[src/rtl/core/dccpwg_pkg.sv]
`timescale 1ns / 1ps
// ----------------------------------------------------------------------------
// dccpwg_pkg
// Shared types and constants for the DCC packet waveform generator.
// ----------------------------------------------------------------------------
package dccpwg_pkg;

    localparam int CFG_DUR_W = 20;
    localparam int CFG_PRE_W = 6;
    localparam int APB_AW    = 5;
    localparam int APB_DW    = 32;

    // operation codes
    localparam logic OP_LOAD = 1'b0;
    localparam logic OP_TICK = 1'b1;

    // load status codes
    localparam logic [1:0] LOAD_NONE    = 2'd0;
    localparam logic [1:0] LOAD_OK      = 2'd1;
    localparam logic [1:0] LOAD_REFUSED = 2'd2;

    // register indexes
    localparam logic [2:0] REG_ZERO_HALF = 3'd0;
    localparam logic [2:0] REG_ONE_HALF  = 3'd1;
    localparam logic [2:0] REG_PREAMBLE  = 3'd2;
    localparam logic [2:0] REG_LEAD      = 3'd3;
    localparam logic [2:0] REG_GUARD     = 3'd4;
    localparam logic [2:0] REG_WINDOW    = 3'd5;
    localparam logic [2:0] REG_TAIL      = 3'd6;

    // register reset values
    localparam logic [CFG_DUR_W-1:0] ZERO_HALF_RST = 20'd20000;
    localparam logic [CFG_DUR_W-1:0] ONE_HALF_RST  = 20'd11600;
    localparam logic [CFG_PRE_W-1:0] PREAMBLE_RST  = 6'd12;
    localparam logic [CFG_DUR_W-1:0] LEAD_RST      = 20'd4800;
    localparam logic [CFG_DUR_W-1:0] GUARD_RST     = 20'd900;
    localparam logic [CFG_DUR_W-1:0] WINDOW_RST    = 20'd86600;
    localparam logic [CFG_DUR_W-1:0] TAIL_RST      = 20'd9400;

    // reset packet is 00 00 00, idle packet FF 00 FF, both three bytes
    localparam logic [7:0] RESET_PKT_BYTE = 8'h00;
    localparam logic [3:0] FIXED_PKT_LEN  = 4'd3;

    typedef struct packed {
        logic       operation;
        logic [7:0] data_byte;
        logic       last_byte;
    } in_t;

    typedef struct packed {
        logic       dcc_level;
        logic       rail_power_level;
        logic       cutout_gap_level;
        logic [1:0] load_status;
    } out_t;

    typedef struct packed {
        logic [CFG_DUR_W-1:0] zero_half_ticks;
        logic [CFG_DUR_W-1:0] one_half_ticks;
        logic [CFG_PRE_W-1:0] preamble_count;
        logic [CFG_DUR_W-1:0] cutout_lead_ticks;
        logic [CFG_DUR_W-1:0] cutout_guard_ticks;
        logic [CFG_DUR_W-1:0] cutout_window_ticks;
        logic [CFG_DUR_W-1:0] cutout_tail_ticks;
    } cfg_t;

    typedef struct packed {
        logic dcc;
        logic power;
        logic gap;
    } pins_t;

    function automatic logic [7:0] idle_byte(input logic [1:0] idx);
        logic [7:0] b;
        case (idx)
            2'd0:    b = 8'hFF;
            2'd1:    b = 8'h00;
            2'd2:    b = 8'hFF;
            default: b = 8'h00;
        endcase
        return b;
    endfunction

endpackage

[src/rtl/core/dcc_packet_waveform_generator.sv]
`timescale 1ns / 1ps
// ----------------------------------------------------------------------------
// dcc_packet_waveform_generator
// DCC track signal generator with cutout timing, one request per clock while not stalled.
// ----------------------------------------------------------------------------
// Usage:
//   in channel (in_valid / in_stall / in_data): each request is either a
//   load of one packet byte or one timer tick. Loads fill a pending packet
//   until a byte flagged last (or a full buffer) completes it; a load while
//   a completed packet still waits is refused. Ticks step the waveform.
//   out channel (out_valid / out_stall / out_data): exactly one result per
//   request, carrying the pin levels after that request and the load status.
//   out_valid rises in the cycle after acceptance. A new request can be
//   taken every cycle unless in_stall is up; the pins, timer and packet
//   store all update in the same cycle the request is accepted, then the
//   result sits in the output register. While the receiver stalls with a
//   result held, in_stall is raised and nothing new is accepted; the held
//   result does not change. After reset the settings hold their defaults,
//   the reset packet 00 00 00 is sent first, then a completed pending packet
//   or the idle packet FF 00 FF follows each cutout. The user must write
//   settings over APB only while no request is in flight; the block does not enforce it.
// ----------------------------------------------------------------------------
module dcc_packet_waveform_generator #(
    parameter int MAX_PACKET_BYTES = 8,
    parameter int DURATION_BITS    = 20
)
(
    input  logic                           clk,
    input  logic                           rst_n,
    // request channel
    input  logic                           in_valid,
    output logic                           in_stall,
    input  dccpwg_pkg::in_t                in_data,
    // result channel
    output logic                           out_valid,
    input  logic                           out_stall,
    output dccpwg_pkg::out_t               out_data,
    // configuration
    input  logic                           psel,
    input  logic                           penable,
    input  logic                           pwrite,
    input  logic [dccpwg_pkg::APB_AW-1:0]  paddr,
    input  logic [dccpwg_pkg::APB_DW-1:0]  pwdata,
    output logic [dccpwg_pkg::APB_DW-1:0]  prdata,
    output logic                           pready
);

    localparam int IDXW = $clog2(MAX_PACKET_BYTES);
    localparam int LENW = $clog2(MAX_PACKET_BYTES + 1);

    dccpwg_pkg::cfg_t  cfg;
    dccpwg_pkg::pins_t pins_next;
    dccpwg_pkg::out_t  out_data_reg;
    logic              out_valid_reg, out_valid_next;
    logic              accept;
    logic              load_en;
    logic              tick_en;
    logic [1:0]        load_status;
    logic              latch_pkt;
    logic [IDXW-1:0]   rd_idx;
    logic [7:0]        rd_byte;
    logic [LENW-1:0]   act_len;

    assign pready = 1'b1;

    // hold off new requests only while a finished result is being stalled
    assign in_stall = out_valid_reg && out_stall;
    assign accept   = in_valid && !in_stall;
    assign load_en  = accept && (in_data.operation == dccpwg_pkg::OP_LOAD);
    assign tick_en  = accept && (in_data.operation == dccpwg_pkg::OP_TICK);

    dccpwg_cfg_regs u_cfg_regs
    (
        .clk     (clk),
        .rst_n   (rst_n),
        .psel    (psel),
        .penable (penable),
        .pwrite  (pwrite),
        .paddr   (paddr),
        .pwdata  (pwdata),
        .prdata  (prdata),
        .cfg     (cfg)
    );

    dccpwg_pkt_buf #(
        .MAX_PACKET_BYTES (MAX_PACKET_BYTES)
    ) u_pkt_buf
    (
        .clk         (clk),
        .rst_n       (rst_n),
        .load_en     (load_en),
        .load_byte   (in_data.data_byte),
        .load_last   (in_data.last_byte),
        .load_status (load_status),
        .latch_pkt   (latch_pkt),
        .rd_idx      (rd_idx),
        .rd_byte     (rd_byte),
        .act_len     (act_len)
    );

    dccpwg_wave_seq #(
        .MAX_PACKET_BYTES (MAX_PACKET_BYTES),
        .DURATION_BITS    (DURATION_BITS)
    ) u_wave_seq
    (
        .clk       (clk),
        .rst_n     (rst_n),
        .tick_en   (tick_en),
        .cfg       (cfg),
        .latch_pkt (latch_pkt),
        .rd_idx    (rd_idx),
        .rd_byte   (rd_byte),
        .act_len   (act_len),
        .pins_next (pins_next)
    );

    // output register: full when a result has not yet been taken
    always_comb
    begin
        if (accept)
            out_valid_next = 1'b1;
        else if (out_stall)
            out_valid_next = out_valid_reg;
        else
            out_valid_next = 1'b0;
    end

    always_ff @(posedge clk or negedge rst_n)
    begin
        if (!rst_n)
            out_valid_reg <= 1'b0;
        else
            out_valid_reg <= out_valid_next;
    end

    always_ff @(posedge clk)
    begin
        if (accept)
        begin
            out_data_reg.dcc_level        <= pins_next.dcc;
            out_data_reg.rail_power_level <= pins_next.power;
            out_data_reg.cutout_gap_level <= pins_next.gap;
            out_data_reg.load_status      <= load_status;
        end
    end

    assign out_valid = out_valid_reg;
    assign out_data  = out_data_reg;

endmodule

[src/rtl/core/dccpwg_cfg_regs.sv]
`timescale 1ns / 1ps
// ----------------------------------------------------------------------------
// dccpwg_cfg_regs
// APB register bank holding bit timing and cutout timing settings.
// ----------------------------------------------------------------------------
module dccpwg_cfg_regs
(
    input  logic                           clk,
    input  logic                           rst_n,
    input  logic                           psel,
    input  logic                           penable,
    input  logic                           pwrite,
    input  logic [dccpwg_pkg::APB_AW-1:0]  paddr,
    input  logic [dccpwg_pkg::APB_DW-1:0]  pwdata,
    output logic [dccpwg_pkg::APB_DW-1:0]  prdata,
    output dccpwg_pkg::cfg_t               cfg
);

    dccpwg_pkg::cfg_t cfg_reg;
    logic [2:0]       idx;
    logic             wr_en;

    assign idx   = paddr[4:2];
    assign wr_en = psel && penable && pwrite;
    assign cfg   = cfg_reg;

    always_ff @(posedge clk or negedge rst_n)
    begin
        if (!rst_n)
        begin
            cfg_reg.zero_half_ticks     <= dccpwg_pkg::ZERO_HALF_RST;
            cfg_reg.one_half_ticks      <= dccpwg_pkg::ONE_HALF_RST;
            cfg_reg.preamble_count      <= dccpwg_pkg::PREAMBLE_RST;
            cfg_reg.cutout_lead_ticks   <= dccpwg_pkg::LEAD_RST;
            cfg_reg.cutout_guard_ticks  <= dccpwg_pkg::GUARD_RST;
            cfg_reg.cutout_window_ticks <= dccpwg_pkg::WINDOW_RST;
            cfg_reg.cutout_tail_ticks   <= dccpwg_pkg::TAIL_RST;
        end
        else if (wr_en)
        begin
            unique case (idx)
                dccpwg_pkg::REG_ZERO_HALF:
                    cfg_reg.zero_half_ticks <= pwdata[dccpwg_pkg::CFG_DUR_W-1:0];
                dccpwg_pkg::REG_ONE_HALF:
                    cfg_reg.one_half_ticks <= pwdata[dccpwg_pkg::CFG_DUR_W-1:0];
                dccpwg_pkg::REG_PREAMBLE:
                    cfg_reg.preamble_count <= pwdata[dccpwg_pkg::CFG_PRE_W-1:0];
                dccpwg_pkg::REG_LEAD:
                    cfg_reg.cutout_lead_ticks <= pwdata[dccpwg_pkg::CFG_DUR_W-1:0];
                dccpwg_pkg::REG_GUARD:
                    cfg_reg.cutout_guard_ticks <= pwdata[dccpwg_pkg::CFG_DUR_W-1:0];
                dccpwg_pkg::REG_WINDOW:
                    cfg_reg.cutout_window_ticks <= pwdata[dccpwg_pkg::CFG_DUR_W-1:0];
                dccpwg_pkg::REG_TAIL:
                    cfg_reg.cutout_tail_ticks <= pwdata[dccpwg_pkg::CFG_DUR_W-1:0];
                default: ;
            endcase
        end
    end

    always_comb
    begin
        prdata = '0;
        unique case (idx)
            dccpwg_pkg::REG_ZERO_HALF: prdata = 32'(cfg_reg.zero_half_ticks);
            dccpwg_pkg::REG_ONE_HALF:  prdata = 32'(cfg_reg.one_half_ticks);
            dccpwg_pkg::REG_PREAMBLE:  prdata = 32'(cfg_reg.preamble_count);
            dccpwg_pkg::REG_LEAD:      prdata = 32'(cfg_reg.cutout_lead_ticks);
            dccpwg_pkg::REG_GUARD:     prdata = 32'(cfg_reg.cutout_guard_ticks);
            dccpwg_pkg::REG_WINDOW:    prdata = 32'(cfg_reg.cutout_window_ticks);
            dccpwg_pkg::REG_TAIL:      prdata = 32'(cfg_reg.cutout_tail_ticks);
            default:                   prdata = '0;
        endcase
    end

endmodule

[src/rtl/core/dccpwg_pkt_buf.sv]
`timescale 1ns / 1ps
// ----------------------------------------------------------------------------
// dccpwg_pkt_buf
// Ping-pong packet store: one bank fills from loads, the other is on the line.
// ----------------------------------------------------------------------------
module dccpwg_pkt_buf #(
    parameter int MAX_PACKET_BYTES = 8
)
(
    input  logic                                   clk,
    input  logic                                   rst_n,
    input  logic                                   load_en,
    input  logic [7:0]                             load_byte,
    input  logic                                   load_last,
    output logic [1:0]                             load_status,
    input  logic                                   latch_pkt,
    input  logic [$clog2(MAX_PACKET_BYTES)-1:0]    rd_idx,
    output logic [7:0]                             rd_byte,
    output logic [$clog2(MAX_PACKET_BYTES+1)-1:0]  act_len
);

    localparam int IDXW = $clog2(MAX_PACKET_BYTES);
    localparam int LENW = $clog2(MAX_PACKET_BYTES + 1);
    localparam logic [LENW-1:0] MAX_LEN = LENW'(MAX_PACKET_BYTES);

    typedef enum logic [1:0] {
        KIND_RESET,
        KIND_IDLE,
        KIND_BUF
    } kind_t;

    logic [7:0]      mem [2][MAX_PACKET_BYTES];
    logic [LENW-1:0] pend_len_reg, pend_len_next;
    logic            pend_done_reg, pend_done_next;
    logic            act_sel_reg, act_sel_next;
    kind_t           act_kind_reg, act_kind_next;
    logic [LENW-1:0] act_len_reg, act_len_next;
    logic            wr_ok;
    logic [LENW-1:0] len_inc;

    assign len_inc = pend_len_reg + 1'b1;
    assign wr_ok   = load_en && !pend_done_reg && (pend_len_reg < MAX_LEN);
    assign act_len = act_len_reg;

    always_comb
    begin
        if (!load_en)
            load_status = dccpwg_pkg::LOAD_NONE;
        else if (wr_ok)
            load_status = dccpwg_pkg::LOAD_OK;
        else
            load_status = dccpwg_pkg::LOAD_REFUSED;
    end

    always_comb
    begin
        pend_len_next  = pend_len_reg;
        pend_done_next = pend_done_reg;
        act_sel_next   = act_sel_reg;
        act_kind_next  = act_kind_reg;
        act_len_next   = act_len_reg;
        if (latch_pkt)
        begin
            if (pend_done_reg)
            begin
                act_sel_next  = !act_sel_reg;
                act_kind_next = KIND_BUF;
                act_len_next  = pend_len_reg;
            end
            else
            begin
                act_kind_next = KIND_IDLE;
                act_len_next  = LENW'(dccpwg_pkg::FIXED_PKT_LEN);
            end
            pend_len_next  = '0;
            pend_done_next = 1'b0;
        end
        else if (wr_ok)
        begin
            pend_len_next  = len_inc;
            pend_done_next = load_last || (len_inc == MAX_LEN);
        end
    end

    always_ff @(posedge clk or negedge rst_n)
    begin
        if (!rst_n)
        begin
            pend_len_reg  <= '0;
            pend_done_reg <= 1'b0;
            act_sel_reg   <= 1'b0;
            act_kind_reg  <= KIND_RESET;
            act_len_reg   <= LENW'(dccpwg_pkg::FIXED_PKT_LEN);
        end
        else
        begin
            pend_len_reg  <= pend_len_next;
            pend_done_reg <= pend_done_next;
            act_sel_reg   <= act_sel_next;
            act_kind_reg  <= act_kind_next;
            act_len_reg   <= act_len_next;
        end
    end

    // the filling bank is always the one not on the line
    always_ff @(posedge clk)
    begin
        if (wr_ok)
            mem[!act_sel_reg][pend_len_reg[IDXW-1:0]] <= load_byte;
    end

    always_comb
    begin
        case (act_kind_reg)
            KIND_IDLE: rd_byte = dccpwg_pkg::idle_byte(rd_idx[1:0]);
            KIND_BUF:  rd_byte = mem[act_sel_reg][rd_idx];
            default:   rd_byte = dccpwg_pkg::RESET_PKT_BYTE;
        endcase
    end

endmodule

[src/rtl/core/dccpwg_wave_seq.sv]
`timescale 1ns / 1ps
// ----------------------------------------------------------------------------
// dccpwg_wave_seq
// Segment timer and bit/cutout sequencer driving the three line pins.
// ----------------------------------------------------------------------------
module dccpwg_wave_seq #(
    parameter int MAX_PACKET_BYTES = 8,
    parameter int DURATION_BITS    = 20
)
(
    input  logic                                   clk,
    input  logic                                   rst_n,
    input  logic                                   tick_en,
    input  dccpwg_pkg::cfg_t                       cfg,
    output logic                                   latch_pkt,
    output logic [$clog2(MAX_PACKET_BYTES)-1:0]    rd_idx,
    input  logic [7:0]                             rd_byte,
    input  logic [$clog2(MAX_PACKET_BYTES+1)-1:0]  act_len,
    output dccpwg_pkg::pins_t                      pins_next
);

    localparam int IDXW = $clog2(MAX_PACKET_BYTES);
    localparam int LENW = $clog2(MAX_PACKET_BYTES + 1);

    typedef enum logic [3:0] {
        PH_PREAMBLE,
        PH_START,
        PH_DATA,
        PH_END,
        PH_CUT0,
        PH_CUT1,
        PH_CUT2,
        PH_CUT3,
        PH_CUT4,
        PH_CUT5,
        PH_CUT6,
        PH_CUT7
    } phase_t;

    phase_t                          phase_reg, phase_next;
    logic [dccpwg_pkg::CFG_PRE_W-1:0] pre_left_reg, pre_left_next;
    logic [LENW-1:0]                 byte_pos_reg, byte_pos_next;
    logic [2:0]                      bit_pos_reg, bit_pos_next;
    logic                            second_half_reg, second_half_next;
    logic [DURATION_BITS-1:0]        ticks_reg, ticks_next;
    dccpwg_pkg::pins_t               pins_reg;
    logic [dccpwg_pkg::CFG_DUR_W-1:0] dur_sel;
    logic [DURATION_BITS-1:0]        dur;
    logic                            bit_val;
    logic [LENW-1:0]                 byte_inc;

    assign rd_idx   = byte_pos_reg[IDXW-1:0];
    assign byte_inc = byte_pos_reg + 1'b1;

    always_comb
    begin
        case (phase_reg)
            PH_START: bit_val = 1'b0;
            PH_DATA:  bit_val = rd_byte[~bit_pos_reg];   // MSB first
            default:  bit_val = 1'b1;
        endcase
    end

    always_comb
    begin
        phase_next       = phase_reg;
        pre_left_next    = pre_left_reg;
        byte_pos_next    = byte_pos_reg;
        bit_pos_next     = bit_pos_reg;
        second_half_next = second_half_reg;
        ticks_next       = ticks_reg;
        pins_next        = pins_reg;
        latch_pkt        = 1'b0;
        dur_sel          = cfg.one_half_ticks;
        dur              = '0;
        if (tick_en)
        begin
            if (ticks_reg == '0)
            begin
                unique case (phase_reg) inside
                    PH_PREAMBLE, PH_START, PH_DATA, PH_END:
                    begin
                        dur_sel       = bit_val ? cfg.one_half_ticks : cfg.zero_half_ticks;
                        pins_next.dcc = !second_half_reg;
                        if (!second_half_reg)
                            second_half_next = 1'b1;
                        else
                        begin
                            second_half_next = 1'b0;
                            case (phase_reg)
                                PH_PREAMBLE:
                                begin
                                    if (pre_left_reg <= 6'd1)
                                    begin
                                        pre_left_next = '0;
                                        byte_pos_next = '0;
                                        phase_next    = PH_START;
                                    end
                                    else
                                        pre_left_next = pre_left_reg - 1'b1;
                                end
                                PH_START:
                                begin
                                    bit_pos_next = '0;
                                    phase_next   = PH_DATA;
                                end
                                PH_DATA:
                                begin
                                    bit_pos_next = bit_pos_reg + 1'b1;
                                    if (bit_pos_reg == 3'd7)
                                    begin
                                        byte_pos_next = byte_inc;
                                        phase_next    = (byte_inc >= act_len) ? PH_END : PH_START;
                                    end
                                end
                                default: phase_next = PH_CUT0;
                            endcase
                        end
                    end
                    PH_CUT0:
                    begin
                        pins_next.dcc = 1'b1;
                        dur_sel       = cfg.cutout_lead_ticks;
                        phase_next    = PH_CUT1;
                    end
                    PH_CUT1:
                    begin
                        pins_next.power = 1'b0;
                        dur_sel         = cfg.cutout_guard_ticks;
                        phase_next      = PH_CUT2;
                    end
                    PH_CUT2:
                    begin
                        pins_next.gap = 1'b1;
                        dur_sel       = cfg.cutout_guard_ticks;
                        phase_next    = PH_CUT3;
                    end
                    PH_CUT3:
                    begin
                        pins_next.power = 1'b1;
                        dur_sel         = cfg.cutout_window_ticks;
                        phase_next      = PH_CUT4;
                    end
                    PH_CUT4:
                    begin
                        pins_next.power = 1'b0;
                        dur_sel         = cfg.cutout_guard_ticks;
                        phase_next      = PH_CUT5;
                    end
                    PH_CUT5:
                    begin
                        pins_next.gap = 1'b0;
                        dur_sel       = cfg.cutout_guard_ticks;
                        phase_next    = PH_CUT6;
                    end
                    PH_CUT6:
                    begin
                        pins_next.power = 1'b1;
                        dur_sel         = cfg.cutout_tail_ticks;
                        phase_next      = PH_CUT7;
                    end
                    default:
                    begin
                        // last cutout step, then the next packet goes on the line
                        pins_next.dcc    = 1'b0;
                        dur_sel          = cfg.one_half_ticks;
                        latch_pkt        = 1'b1;
                        phase_next       = PH_PREAMBLE;
                        pre_left_next    = cfg.preamble_count;
                        byte_pos_next    = '0;
                        bit_pos_next     = '0;
                        second_half_next = 1'b0;
                    end
                endcase
                dur = DURATION_BITS'(dur_sel);
                // a zero duration behaves as one tick
                ticks_next = (dur == '0) ? '0 : dur - 1'b1;
            end
            else
                ticks_next = ticks_reg - 1'b1;
        end
    end

    always_ff @(posedge clk or negedge rst_n)
    begin
        if (!rst_n)
        begin
            phase_reg       <= PH_PREAMBLE;
            pre_left_reg    <= dccpwg_pkg::PREAMBLE_RST;
            byte_pos_reg    <= '0;
            bit_pos_reg     <= '0;
            second_half_reg <= 1'b0;
            ticks_reg       <= '0;
            pins_reg        <= '0;
        end
        else
        begin
            phase_reg       <= phase_next;
            pre_left_reg    <= pre_left_next;
            byte_pos_reg    <= byte_pos_next;
            bit_pos_reg     <= bit_pos_next;
            second_half_reg <= second_half_next;
            ticks_reg       <= ticks_next;
            pins_reg        <= pins_next;
        end
    end

endmodule
[config.mk]
export PLATFORM = sky130hd
export DESIGN_NAME = dcc_packet_waveform_generator
export DESIGN_NICKNAME = d
export VERILOG_FILES = /design/src/rtl/core/dccpwg_pkg.sv /design/src/rtl/core/dcc_packet_waveform_generator.sv /design/src/rtl/core/dccpwg_cfg_regs.sv /design/src/rtl/core/dccpwg_pkt_buf.sv /design/src/rtl/core/dccpwg_wave_seq.sv
export SDC_FILE = /design/constraint.sdc
export NUM_CORES = 1
export LEC_CHECK = 0
export ABC_CLOCK_PERIOD_IN_PS = 4900
export BUFFER_PORTS_ARGS = -buffer_cell sky130_fd_sc_hd__buf_2
export CORE_MARGIN = 5
export CORE_UTILIZATION = 55
export CTS_BUF_LIST = sky130_fd_sc_hd__clkbuf_2
export DETAILED_ROUTE_END_ITERATION = 12
export PLACE_DENSITY = 0.75
export RECOVER_POWER = 25
export SYNTH_ARGS = -nofsm -noshare
export SYNTH_HDL_FRONTEND = slang
export SYNTH_SLANG_ARGS = --single-unit
[constraint.sdc]
create_clock -name clk -period 4.9 [get_ports clk]
set_input_delay 0.49 -clock clk [delete_from_list [all_inputs] [get_ports clk]]
set_output_delay 0.49 -clock clk [all_outputs]
set_load 0.02 [all_outputs]
======== Word level (Yosys, flattened, before mapping) ========
Memories as Yosys holds them, arrays and structs flattened.
Index checks and enable logic that the tools add are counted.
storage, ports and cells
  bits in read-only memories .............. 0
  memories ................................ 1
  bits of input ports ..................... 54
  word-level logic and storage cells ...... 170
  output and inout bits ................... 40
  bits in latches ......................... 0
  memory bits (writable) .................. 128
  flip-flop bits (word level) ............. 185
operators by class
  bitwise gates (word level) .............. 5
  shifts and indexed selects .............. 0
  equality and inequality tests ........... 28
  add/sub/neg operators ................... 6
  div/mod/pow operators ................... 0
  multiply operators ...................... 0
  $lt $le $gt $ge ......................... 7
  mux-type cells .......................... 56
  reductions and logical operators ........ 41
memories
  memory         depth  width  read ports  clocked after Yosys merged registers in  wr ports  line                  source
  u_pkt_buf.mem  2      64     1           0                                        1         dccpwg_pkt_buf.sv:32  logic [7:0] mem [2][MAX_PACKET_BYTES];
operator list
  cell                                                                  number
  20-bit one-hot mux with 7 select lines                                1
  20-bit 2-to-1 mux                                                     5
  20-bit one-hot mux with 5 select lines                                1
  64-bit 2-to-1 mux                                                     1
  20-bit zero test                                                      2
  20-bit by 1-bit subtractor with 20-bit output, second input constant  2
  4-bit 2-to-1 mux                                                      9
  8-bit 2-to-1 mux                                                      4
  4-bit one-hot mux with 8 select lines                                 1
  8-bit binary-select mux with 3-bit select                             1
  8-bit demux with 3-bit select                                         1
  6-bit 2-to-1 mux                                                      3
  4-bit by 3-bit == test with 1-bit output, second input constant       4
  4-bit == test, second input constant                                  4
  4-bit one-hot mux with 2 select lines                                 2
  8-bit one-hot mux with 2 select lines                                 1
  2-bit AND reduction                                                   8
  5-bit AND reduction                                                   3
  3-bit == test, second input constant                                  4
  3-bit one-hot mux with 2 select lines                                 2
  4-bit one-hot mux with 3 select lines                                 1
  6-bit one-hot mux with 2 select lines                                 1
  11-bit OR reduction                                                   1
  1-bit 2-to-1 mux                                                      10
  other kinds (39)                                                      71

======== Logic depth before layout (Yosys ltp) ========
Gate-level depths: netlist of run 1.
  word-level depth ........................ 15
  mapped depth ............................ 19

======== Modules after synthesis ========
From an unflattened synthesis of run 1, not the netlist that was laid out.
unflattened totals
  cell total of the unflattened synthesis .. 1364
  area total of the unflattened synthesis .. 16654.7 µm²
by module, submodules not included
  module                         instances  area each (µm²)  cells an instance
  dccpwg_cfg_regs                1          6299.8           438
  dccpwg_pkt_buf                 1          5656.7           324
  dccpwg_wave_seq                1          4474.3           588
  dcc_packet_waveform_generator  1          224.0            14

======== Worst setup path after synthesis of run 1 ========
OpenSTA, ideal clock, no wires.
  path type ............................... register -> register
  start point ............................. register u_pkt_buf.act_sel_reg
  end point ............................... register u_wave_seq.ticks_reg[18]
  arrival time ............................ 3.474 ns
  period minus slack after synthesis ...... 3.550 ns
  stages on the path, launching flop included .. 17
  path buffers ............................ 4
  path slack .............................. 1.350 ns
  cell sequence ........................... dfrtp_1 > buf_4 > mux4_2 > mux4_2 > mux2i_1 > and3_1 > buf_4 > or2_1 > buf_2 > buf_6 > mux2i_1 > nand2_1 > ha_1 > nand4_1 > or3b_1 > xor2_1 > o21ai_1
on the way
  word-level cells in the longest chain between the ends .. 15
  elaborated cells between the ends (all ways) .. 16
  those cells by class .................... 1 x add/sub; 13 x mux; 1 x reduce/logical; 1 x memory
ends and longest elaborated chain
  element                                                                            line                    source
  from (decl)                                                                        dccpwg_pkt_buf.sv:35    logic act_sel_reg, act_sel_next;
  from (signal assigned)                                                             dccpwg_pkt_buf.sv:99    act_sel_reg <= act_sel_next;
  memory read 2 x 64 bit (*)                                                         n/a
  8-bit binary-select mux with 3-bit select (*)                                      dccpwg_pkt_buf.sv:116   KIND_BUF: rd_byte = mem[act_sel_reg][rd_idx];
  8-bit 2-to-1 mux (not written as such) (*) (2 in series)                           dccpwg_pkt_buf.sv:116
  8-bit one-hot mux with 2 select lines (*)                                          dccpwg_pkt_buf.sv:114   case (act_kind_reg)
  1-bit binary-select mux with 3-bit select (*)                                      dccpwg_wave_seq.sv:59   PH_DATA: bit_val = rd_byte[~bit_pos_reg];
  1-bit 2-to-1 mux (not written as such) (*)                                         dccpwg_wave_seq.sv:59
  1-bit one-hot mux with 2 select lines (*)                                          dccpwg_wave_seq.sv:57   case (phase_reg)
  20-bit 2-to-1 mux (*)                                                              dccpwg_wave_seq.sv:83   dur_sel = bit_val ? cfg.one_half_ticks : cfg.zero_half_ticks;
  20-bit one-hot mux with 5 select lines (*)                                         dccpwg_wave_seq.sv:80   unique case (phase_reg) inside
  20-bit 2-to-1 mux (*)                                                              dccpwg_wave_seq.sv:78   if (ticks_reg == '0)
  20-bit 2-to-1 mux (*)                                                              dccpwg_wave_seq.sv:76   if (tick_en)
  20-bit by 1-bit subtractor with 20-bit output or 20-bit zero test (tied branches)  dccpwg_wave_seq.sv:177  ticks_next = (dur == '0) ? '0 : dur - 1'b1;
  20-bit 2-to-1 mux (*)                                                              dccpwg_wave_seq.sv:177
  20-bit 2-to-1 mux (*)                                                              dccpwg_wave_seq.sv:78
  to (signal assigned)                                                               dccpwg_wave_seq.sv:203  ticks_reg <= ticks_next;
  to (decl)                                                                          dccpwg_wave_seq.sv:45   logic [DURATION_BITS-1:0] ticks_reg, ticks_next;
Mark *: on every way between the ends. The rest lies on a longest branch, timed or not. The select of a mux whose other input is x is not followed.
A chain may end at the register's enable or synchronous reset.

======== Worst setup path in the final report of run 1 ========
  start point ............................. register u_pkt_buf.act_sel_reg
  end point ............................... register u_wave_seq.ticks_reg[2]
Same word-level chain as after synthesis.

==> results of run 1 <==
==> metrics by stage <==
step / area, um^2 / power [uW] / std cells / hold slack (ns)
finish: 18200 / 6330 / 2039 / 0.248
CTS: 18200 / 6370 / 2037 / 0.136
detailed placement: 17100 / 4540 / 1849 / 0.494
floorplan: 16500 / 4170 / 1456 / 0.194
global placement: 17100 / 4480 / 1849 / 0.471
global route: 18200 / 6690 / 2039 / 0.181
==> logic make-up (layout without fill, tap and decap cells) <==
group / count (synthesis) / in the layout
fa+ha+maj: 18 / 18
buf+inv: 134 / 325
mux: 216 / 216
xor+xnor: 25 / 25
simple gates: 382 / 382
other cells: 2 / 15
flops: 313 / 313
compound gates: 355 / 355
==> placed cells by master, fill, tap and decap left out, types with 14 or more instances in the layout <==
cell,instances
nor3b_1,15
dfstp_2,37
nor2_1,119
mux2_2,131
inv_1,23
buf_4,45
a22o_1,14
xnor2_1,14
ha_1,18
nor3_1,29
nand3_1,24
mux4_2,19
dfrtp_1,142
o21ai_0,90
dlygate4sd3_1,35
or3_1,15
buf_2,57
a21oi_1,89
clkbuf_2,121
edfxtp_1,133
mux2i_1,66
clkinv_1,27
a22oi_1,28
nand2_1,81
==> power by group through the flow <==
stage                     registers, uW  clock network, uW  logic (uW)
after floorplan                    3330                  0         831
after global placement             3440                  0        1050
after detailed placement           3460                  0        1080
after CTS                          3400               1860        1110
after global routing               3460               2000        1230
final                              3410               1810        1110
==> cell type report <==
type | instances | area share
antenna | 2 | 0.000275
clock buffer | 120 | 0.0329
clock inverter | 33 | 0.00844
inverter | 26 | 0.00535
multi-input combinational | 1009 | 0.402
sequential | 313 | 0.469
tap | 390 | 0.0268
timing repair buffer | 146 | 0.0553
==> layer usage <==
| layer | track usage | vias to the layer above |
|---|---|---|
| li1 | - | 5752 |
| met1 | 0.352 | 6334 |
| met2 | 0.413 | 616 |
| met3 | 0.0508 | 133 |
| met4 | 0.110 | 0 |
| met5 | 0 | - |
==> worst register-to-register path: cells and delay by family (launching register included) <==
| kind | cells | cell delay, ns |
|---|---|---|
| and+or+nand+nor | 7 | 1.84 |
| buffers and inverters | 2 | 0.66 |
| DFF | 1 | 0.68 |
| muxes | 1 | 0.29 |
| AOI/OAI and AO/OA | 4 | 0.85 |
==> what timing repair did <==
item	CTS	global route
hold buffers	35	0
gates resized for setup	0	2
setup endpoints to repair	0	9
endpoints found under the hold margin	341	0
==> worst min-delay path by stage <==
stage | end | slack (ns)
finish | u_cfg_regs.cfg[4] | 0.25
detailed placement | u_wave_seq.ticks_reg[6] | 0.49
CTS | u_pkt_buf.pend_len_reg[0] | 0.14
global route | u_cfg_regs.cfg[4] | 0.18
global placement | u_wave_seq.ticks_reg[11] | 0.47
floorplan | out_valid | 0.19
==> flow_metrics.env, run 1 <==
export IMPL_outcome="finished, violations left"
export IMPL_violations="max-capacitance violations, max-slew violations"
export IMPL_cp_startpoint="u_pkt_buf.act_sel_reg"
export IMPL_synthTopCellsByCount="dfrtp_1 (143), edfxtp_1 (133), mux2_2 (131)"
export IMPL_cts_root_buffer="clkbuf_2"
export IMPL_startpoint_type="flop"
export IMPL_cp_data_arrival_time_ns=5.25
export IMPL_cts_buffers=85
export IMPL_synth_compound_area_share=0.140
export IMPL_numClockSinks=313
export IMPL_dr_max_layer_used="met4"
export IMPL_rows=63
export IMPL_hold_depth=4
export IMPL_synth_seq_cells=313
export IMPL_route_detailed_drc=0
export IMPL_ioPinCount=94
export IMPL_min_path_type="in2reg"
export IMPL_synth_area_leaders="edfxtp_1 (24%), dfrtp_1 (22%), mux2_2 (9.0%), dfstp_2 (5.9%), mux2i_1 (4.0%)"
export IMPL_drive_above_1_share=0.271
export IMPL_synth_top_area_frac=0.243
export IMPL_cts_setup_buffers=0
export IMPL_worstSetupEndpoint="u_wave_seq.ticks_reg[2]"
export IMPL_final_seq_area_um2=8550
export IMPL_finalWirelength_mm=43.6
export IMPL_tns_ns=0
export IMPL_met3_wirelength_mm=3.47
export IMPL_met1Wirelength_mm=18.0
export IMPL_htree_levels=3
export IMPL_drt_iter0_drc=1318
export IMPL_ir_drop_uv=232
export IMPL_cp_max_fo=24
export IMPL_switching_share=0.322
export IMPL_async_flop_share=0.575
export IMPL_path_clk_slew_ns=0.10
export IMPL_synthMuxAreaShare=0.156
export IMPL_p_comb_frac=0.175
export IMPL_die_w_um=183
export IMPL_end_kind="flop"
export IMPL_antenna_found_initial=2
export IMPL_dp_slack_ns=0.337
export IMPL_gp_congestion=0.950
export IMPL_die_area_um2=33400
export IMPL_grt_pass1_wl_mm=68.6
export IMPL_syn2layout_area_growth_pct=11.0
export IMPL_fin_util=0.617
export IMPL_seq_area_frac_synth=0.521
export IMPL_synthFlopType="dfrtp_1"
export IMPL_syn_area_per_cell_um2=11.4
export IMPL_worstPathRequired_ns=5.64
export IMPL_power_switching_uw=2040
export IMPL_critPathKind="reg2reg"
export IMPL_avgRoutedWirePerCell_um=21.4
export IMPL_max_freq_mhz=222
export IMPL_min_period_ns=4.51
export IMPL_pwr_share_seq=0.539
export IMPL_crit_chain="buf_4 > mux2i_1 > a22oi_1 > a311oi_1 > nand4_1 > nand4_2 > buf_4 > nor2_2 > or3_1 > o311a_1 > nor4_4 > nand4_1 > nand2_1 > o21ai_0"
export IMPL_synth_cell_type_count=73
export IMPL_r2r_setup_slack_ns=0.39
export IMPL_num_vias=12800
export IMPL_maxSlewHeadroom=-0.610
export IMPL_period_share=0.921
export IMPL_initial_core_util=0.555
export IMPL_reg2reg_depth=14
export IMPL_dr_wl_met2_mm=20.6
export IMPL_rsz0062_at_grt="false"
export IMPL_port_buffer_count=66
export IMPL_cp_top_family="simple AND/OR/NAND/NOR gates"
export IMPL_synth_xor_area_share=0.0133
export IMPL_clock_skew_ns=0.0844
export IMPL_drv_cap=1
export IMPL_synth_simple_area_share=0.118
export IMPL_detail_route_antenna_nets=0
export IMPL_grt_pass1_vias=12700
export IMPL_grt_max_degree=93
export IMPL_synth_largest_area_cell="edfxtp_1"
export IMPL_cellLeakagePower_uw=0.00720
export IMPL_reg2reg_from="u_pkt_buf.act_sel_reg"
export IMPL_synth_most_common_cell="dfrtp_1"
export IMPL_path_buf_inv=2
export IMPL_min_from="pwrite"
export IMPL_fp_dieH_um=183
export IMPL_clk_latency_ns=0.94
export IMPL_postLayoutSetupSlackWorst_ns=0.389
export IMPL_coreArea_um2=29600
export IMPL_final_nets=1653
export IMPL_largest_reg_flops=128
export IMPL_nFillCells=2386
export IMPL_vias_per_cell=6.29
export IMPL_overflow=0
export IMPL_intPower_uw=4300
export IMPL_synth_edff_count=133
export IMPL_slew_viol_final=93
export IMPL_p_per_area_nw_per_um2=348
export IMPL_cts_tree="yes"
export IMPL_firstDrtPassIters=6
export IMPL_worstSetupPathDepth=14
export IMPL_synthCells=1445
export IMPL_worst_pin_slew_ns=2.41
export IMPL_hold_viol_final=0
export IMPL_synthAdderAreaFrac=0.0137
export IMPL_grt_usage=0.260
export IMPL_multi_input_area_um2=7330
export IMPL_clock_path_buffers=3
export IMPL_synth_area_um2=16400
export IMPL_dp_hpwl_mm=28.8
export IMPL_synth_top_family_by_area="multiplexers"
export IMPL_crit_path_max_incr_delay_ns=0.68
export IMPL_setup_viol_count_final=0
export IMPL_power_share_clock=0.286
export IMPL_worstReg2RegEnd="u_wave_seq.ticks_reg[2]"
export IMPL_cpMaxStageDelayCell="dfrtp_4"
export IMPL_yosys_warnings=0
No activity file was read; power rests on OpenSTA's default activity.
==> inputs of run 2 (changes only) <==
- SYNTH_HIERARCHICAL: unset -> 1
==> flow_metrics.env, run 2 <==
export IMPL_cts_tree="yes"
export IMPL_initial_core_util=0.559
export IMPL_drive_above_1_share=0.303
export IMPL_cts_buffers=80
export IMPL_numClockSinks=313
export IMPL_syn2layout_area_growth_pct=10.1
export IMPL_period_share=0.960
export IMPL_die_w_um=184
export IMPL_cp_max_fo=18
export IMPL_worstPathRequired_ns=5.61
export IMPL_drt_iter0_drc=1363
export IMPL_p_per_area_nw_per_um2=380
export IMPL_route_detailed_drc=0
export IMPL_met1Wirelength_mm=18.1
export IMPL_detail_route_antenna_nets=0
export IMPL_cellLeakagePower_uw=0.00731
export IMPL_overflow=0
export IMPL_num_vias=12300
export IMPL_cts_root_buffer="clkbuf_2"
export IMPL_antenna_found_initial=1
export IMPL_crit_path_max_incr_delay_ns=0.63
export IMPL_port_buffer_count=66
export IMPL_critPathKind="reg2reg"
export IMPL_path_clk_slew_ns=0.11
export IMPL_gp_congestion=0.945
export IMPL_end_kind="flop"
export IMPL_async_flop_share=0.575
export IMPL_nFillCells=2421
export IMPL_clock_skew_ns=0.0945
export IMPL_largest_reg_flops=128
export IMPL_die_area_um2=33900
export IMPL_avgRoutedWirePerCell_um=22.0
export IMPL_synth_seq_cells=313
export IMPL_seq_area_frac_synth=0.513
export IMPL_synth_top_area_frac=0.240
export IMPL_min_path_type="in2reg"
export IMPL_ir_drop_uv=245
export IMPL_path_buf_inv=3
export IMPL_clock_path_buffers=3
export IMPL_fp_dieH_um=184
export IMPL_worst_pin_slew_ns=2.59
export IMPL_grt_pass1_wl_mm=67.1
export IMPL_crit_chain="buf_4 > nor2_1 > a21oi_1 > a31oi_1 > o21ai_1 > mux4_2 > nor2_2 > nor2_2 > buf_4 > o32a_1 > a222oi_1 > buf_4 > nand2_1 > or4b_4 > nand3_4 > o21ai_0"
export IMPL_synthTopCellsByCount="dfrtp_1 (143), edfxtp_1 (133), mux2_2 (91)"
export IMPL_final_nets=1569
export IMPL_htree_levels=3
export IMPL_synth_edff_count=133
export IMPL_maxSlewHeadroom=-0.727
export IMPL_final_common_cell="dfrtp_1"
export IMPL_grt_pass1_vias=12200
export IMPL_dr_wl_met2_mm=19.8
export IMPL_rsz0062_at_grt="false"
export IMPL_cp_data_arrival_time_ns=5.41
export IMPL_startpoint_type="flop"
export IMPL_vias_per_cell=6.29
export IMPL_firstDrtPassIters=6
export IMPL_syn_area_per_cell_um2=12.2
export IMPL_layout_common_cells="dfrtp_1 (141), edfxtp_1 (133), clkbuf_2 (128)"
export IMPL_synth_largest_area_cell="edfxtp_1"
export IMPL_grt_usage=0.252
export IMPL_slew_viol_final=99
export IMPL_synthFlopType="dfrtp_1"
export IMPL_finalWirelength_mm=43.0
export IMPL_drv_cap=1
export IMPL_ioPinCount=94
export IMPL_rows=63
export IMPL_fin_util=0.616
export IMPL_setup_viol_count_final=0
export IMPL_coreArea_um2=29800
export IMPL_path_common_cell="buf_4"
export IMPL_dr_max_layer_used="met4"
export IMPL_r2r_setup_slack_ns=0.20
export IMPL_violations="max-capacitance violations, max-slew violations"
export IMPL_outcome="finished, violations left"
export IMPL_cpMaxStageDelayCell="or4b_4"
export IMPL_dp_hpwl_mm=28.1
export IMPL_synthCells=1364
export IMPL_yosys_warnings=6
export IMPL_hold_viol_final=0
export IMPL_met3_wirelength_mm=4.08
export IMPL_clk_latency_ns=0.91
export IMPL_min_period_ns=4.70
export IMPL_synth_cell_type_count=95
export IMPL_tns_ns=0
export IMPL_synth_area_um2=16700
export IMPL_whs_ns=0.140
export IMPL_synth_area_leaders="edfxtp_1 (24%), dfrtp_1 (21%), mux2_2 (6.2%), dfstp_2 (5.8%), mux2i_1 (4.1%)"
export IMPL_max_freq_mhz=213
export IMPL_grt_max_degree=100
export IMPL_cp_top_family="simple AND/OR/NAND/NOR gates"
export IMPL_synth_most_common_cell="dfrtp_1"
[run 2: cell types whose count changed in the layout (fill, tap and decap cells not counted), sizes merged, moves of 11 or more]
| cell | previous run | this run |
|---|---|---|
| nor2 | 126 | 82 |
| o21a | 10 | 21 |
| o2bb2ai | 1 | 12 |
| nand2 | 81 | 63 |
| a21oi | 89 | 45 |
| a31oi | 10 | 23 |
| clkinv | 30 | 15 |
[run 2: logic make-up (layout without fill, tap and decap cells)]
group	Yosys count	in the layout	share of synthesized area
buffers and inverters	134	321	0.0494
adders and majority gates	15	15	0.0113
muxes	222	222	0.166
AOI/OAI and AO/OA	341	341	0.143
DFF	313	313	0.513
and+or+nand+nor	314	315	0.105
xor gates and xnor gates	23	23	0.0121
other	2	14	0.000451
[run 2: metal layers]
metal	up-vias	track usage
li1	5479	-
met1	6063	0.357
met4	0	0.0781
met2	640	0.385
met3	104	0.0635
met5	-	0
[run 2: worst register-to-register path, delay by kind of cell (launching register included)]
family,cells,cell delay (ns)
compound gates,6,1.31
buf+inv,3,0.64
flops,1,0.47
mux,1,0.53
simple gates,6,1.57
[run 2: path summary, 6_finish.rpt]
| path | from | to | cells after the start |
|---|---|---|---|
| setup / recovery | u_pkt_buf/act_sel_reg | u_wave_seq/ticks_reg[2] | 16 |
| hold / removal | in_data[9] | u_pkt_buf/pend_done_reg | 4 |
| setup reg to reg | u_pkt_buf/act_sel_reg | u_wave_seq/ticks_reg[2] | 16 |
| hold reg to reg | u_pkt_buf/act_len[0] | u_pkt_buf/act_len[0] | 2 |
| max in group asynchronous | rst_n | u_wave_seq/byte_pos_reg[0] | 2 |
| min in group asynchronous | rst_n | out_valid | 2 |
[run 2: repair_timing]
action	CTS	global route
cloned	0	1
buffers inserted	0	1
hold buffers	32	0
resized for setup	1	4
pin swaps	1	1
endpoints found under the hold margin	333	0
setup endpoints to repair	17	20
[run 2: metrics by stage]
step / setup WS, ns / instance area, um^2 / std cells / power, uW
floorplan: 0.668 / 16700 / 1375 / 4560
global placement: 0.0641 / 17300 / 1774 / 5100
detailed placement: 0.0153 / 17300 / 1774 / 5170
CTS: 0.0430 / 18300 / 1951 / 6980
global route: 0.00316 / 18300 / 1954 / 7340
finish: 0.198 / 18300 / 1954 / 6970
[run 2: where the power goes]
group	leakage, uW	switching [uW]	internal (uW)	total [uW]
combinational	0.00335	1060	804	1870
clock	0.000572	1080	699	1780
sequential	0.00338	260	3060	3320
total	0.00731	2410	4560	6970
[run 2: area by class of cell]
class | instances | area [um^2] | share of cell area
flip-flops and latches | 313 | 8550 | 0.466
multi-input cells | 929 | 7380 | 0.403
repair buffers | 147 | 1070 | 0.0584
clock buffers | 127 | 636 | 0.0347
well taps | 390 | 488 | 0.0266
inverters | 29 | 109 | 0.00593
clock inverters | 18 | 104 | 0.00566
diodes | 1 | 2.50 | 0.000136
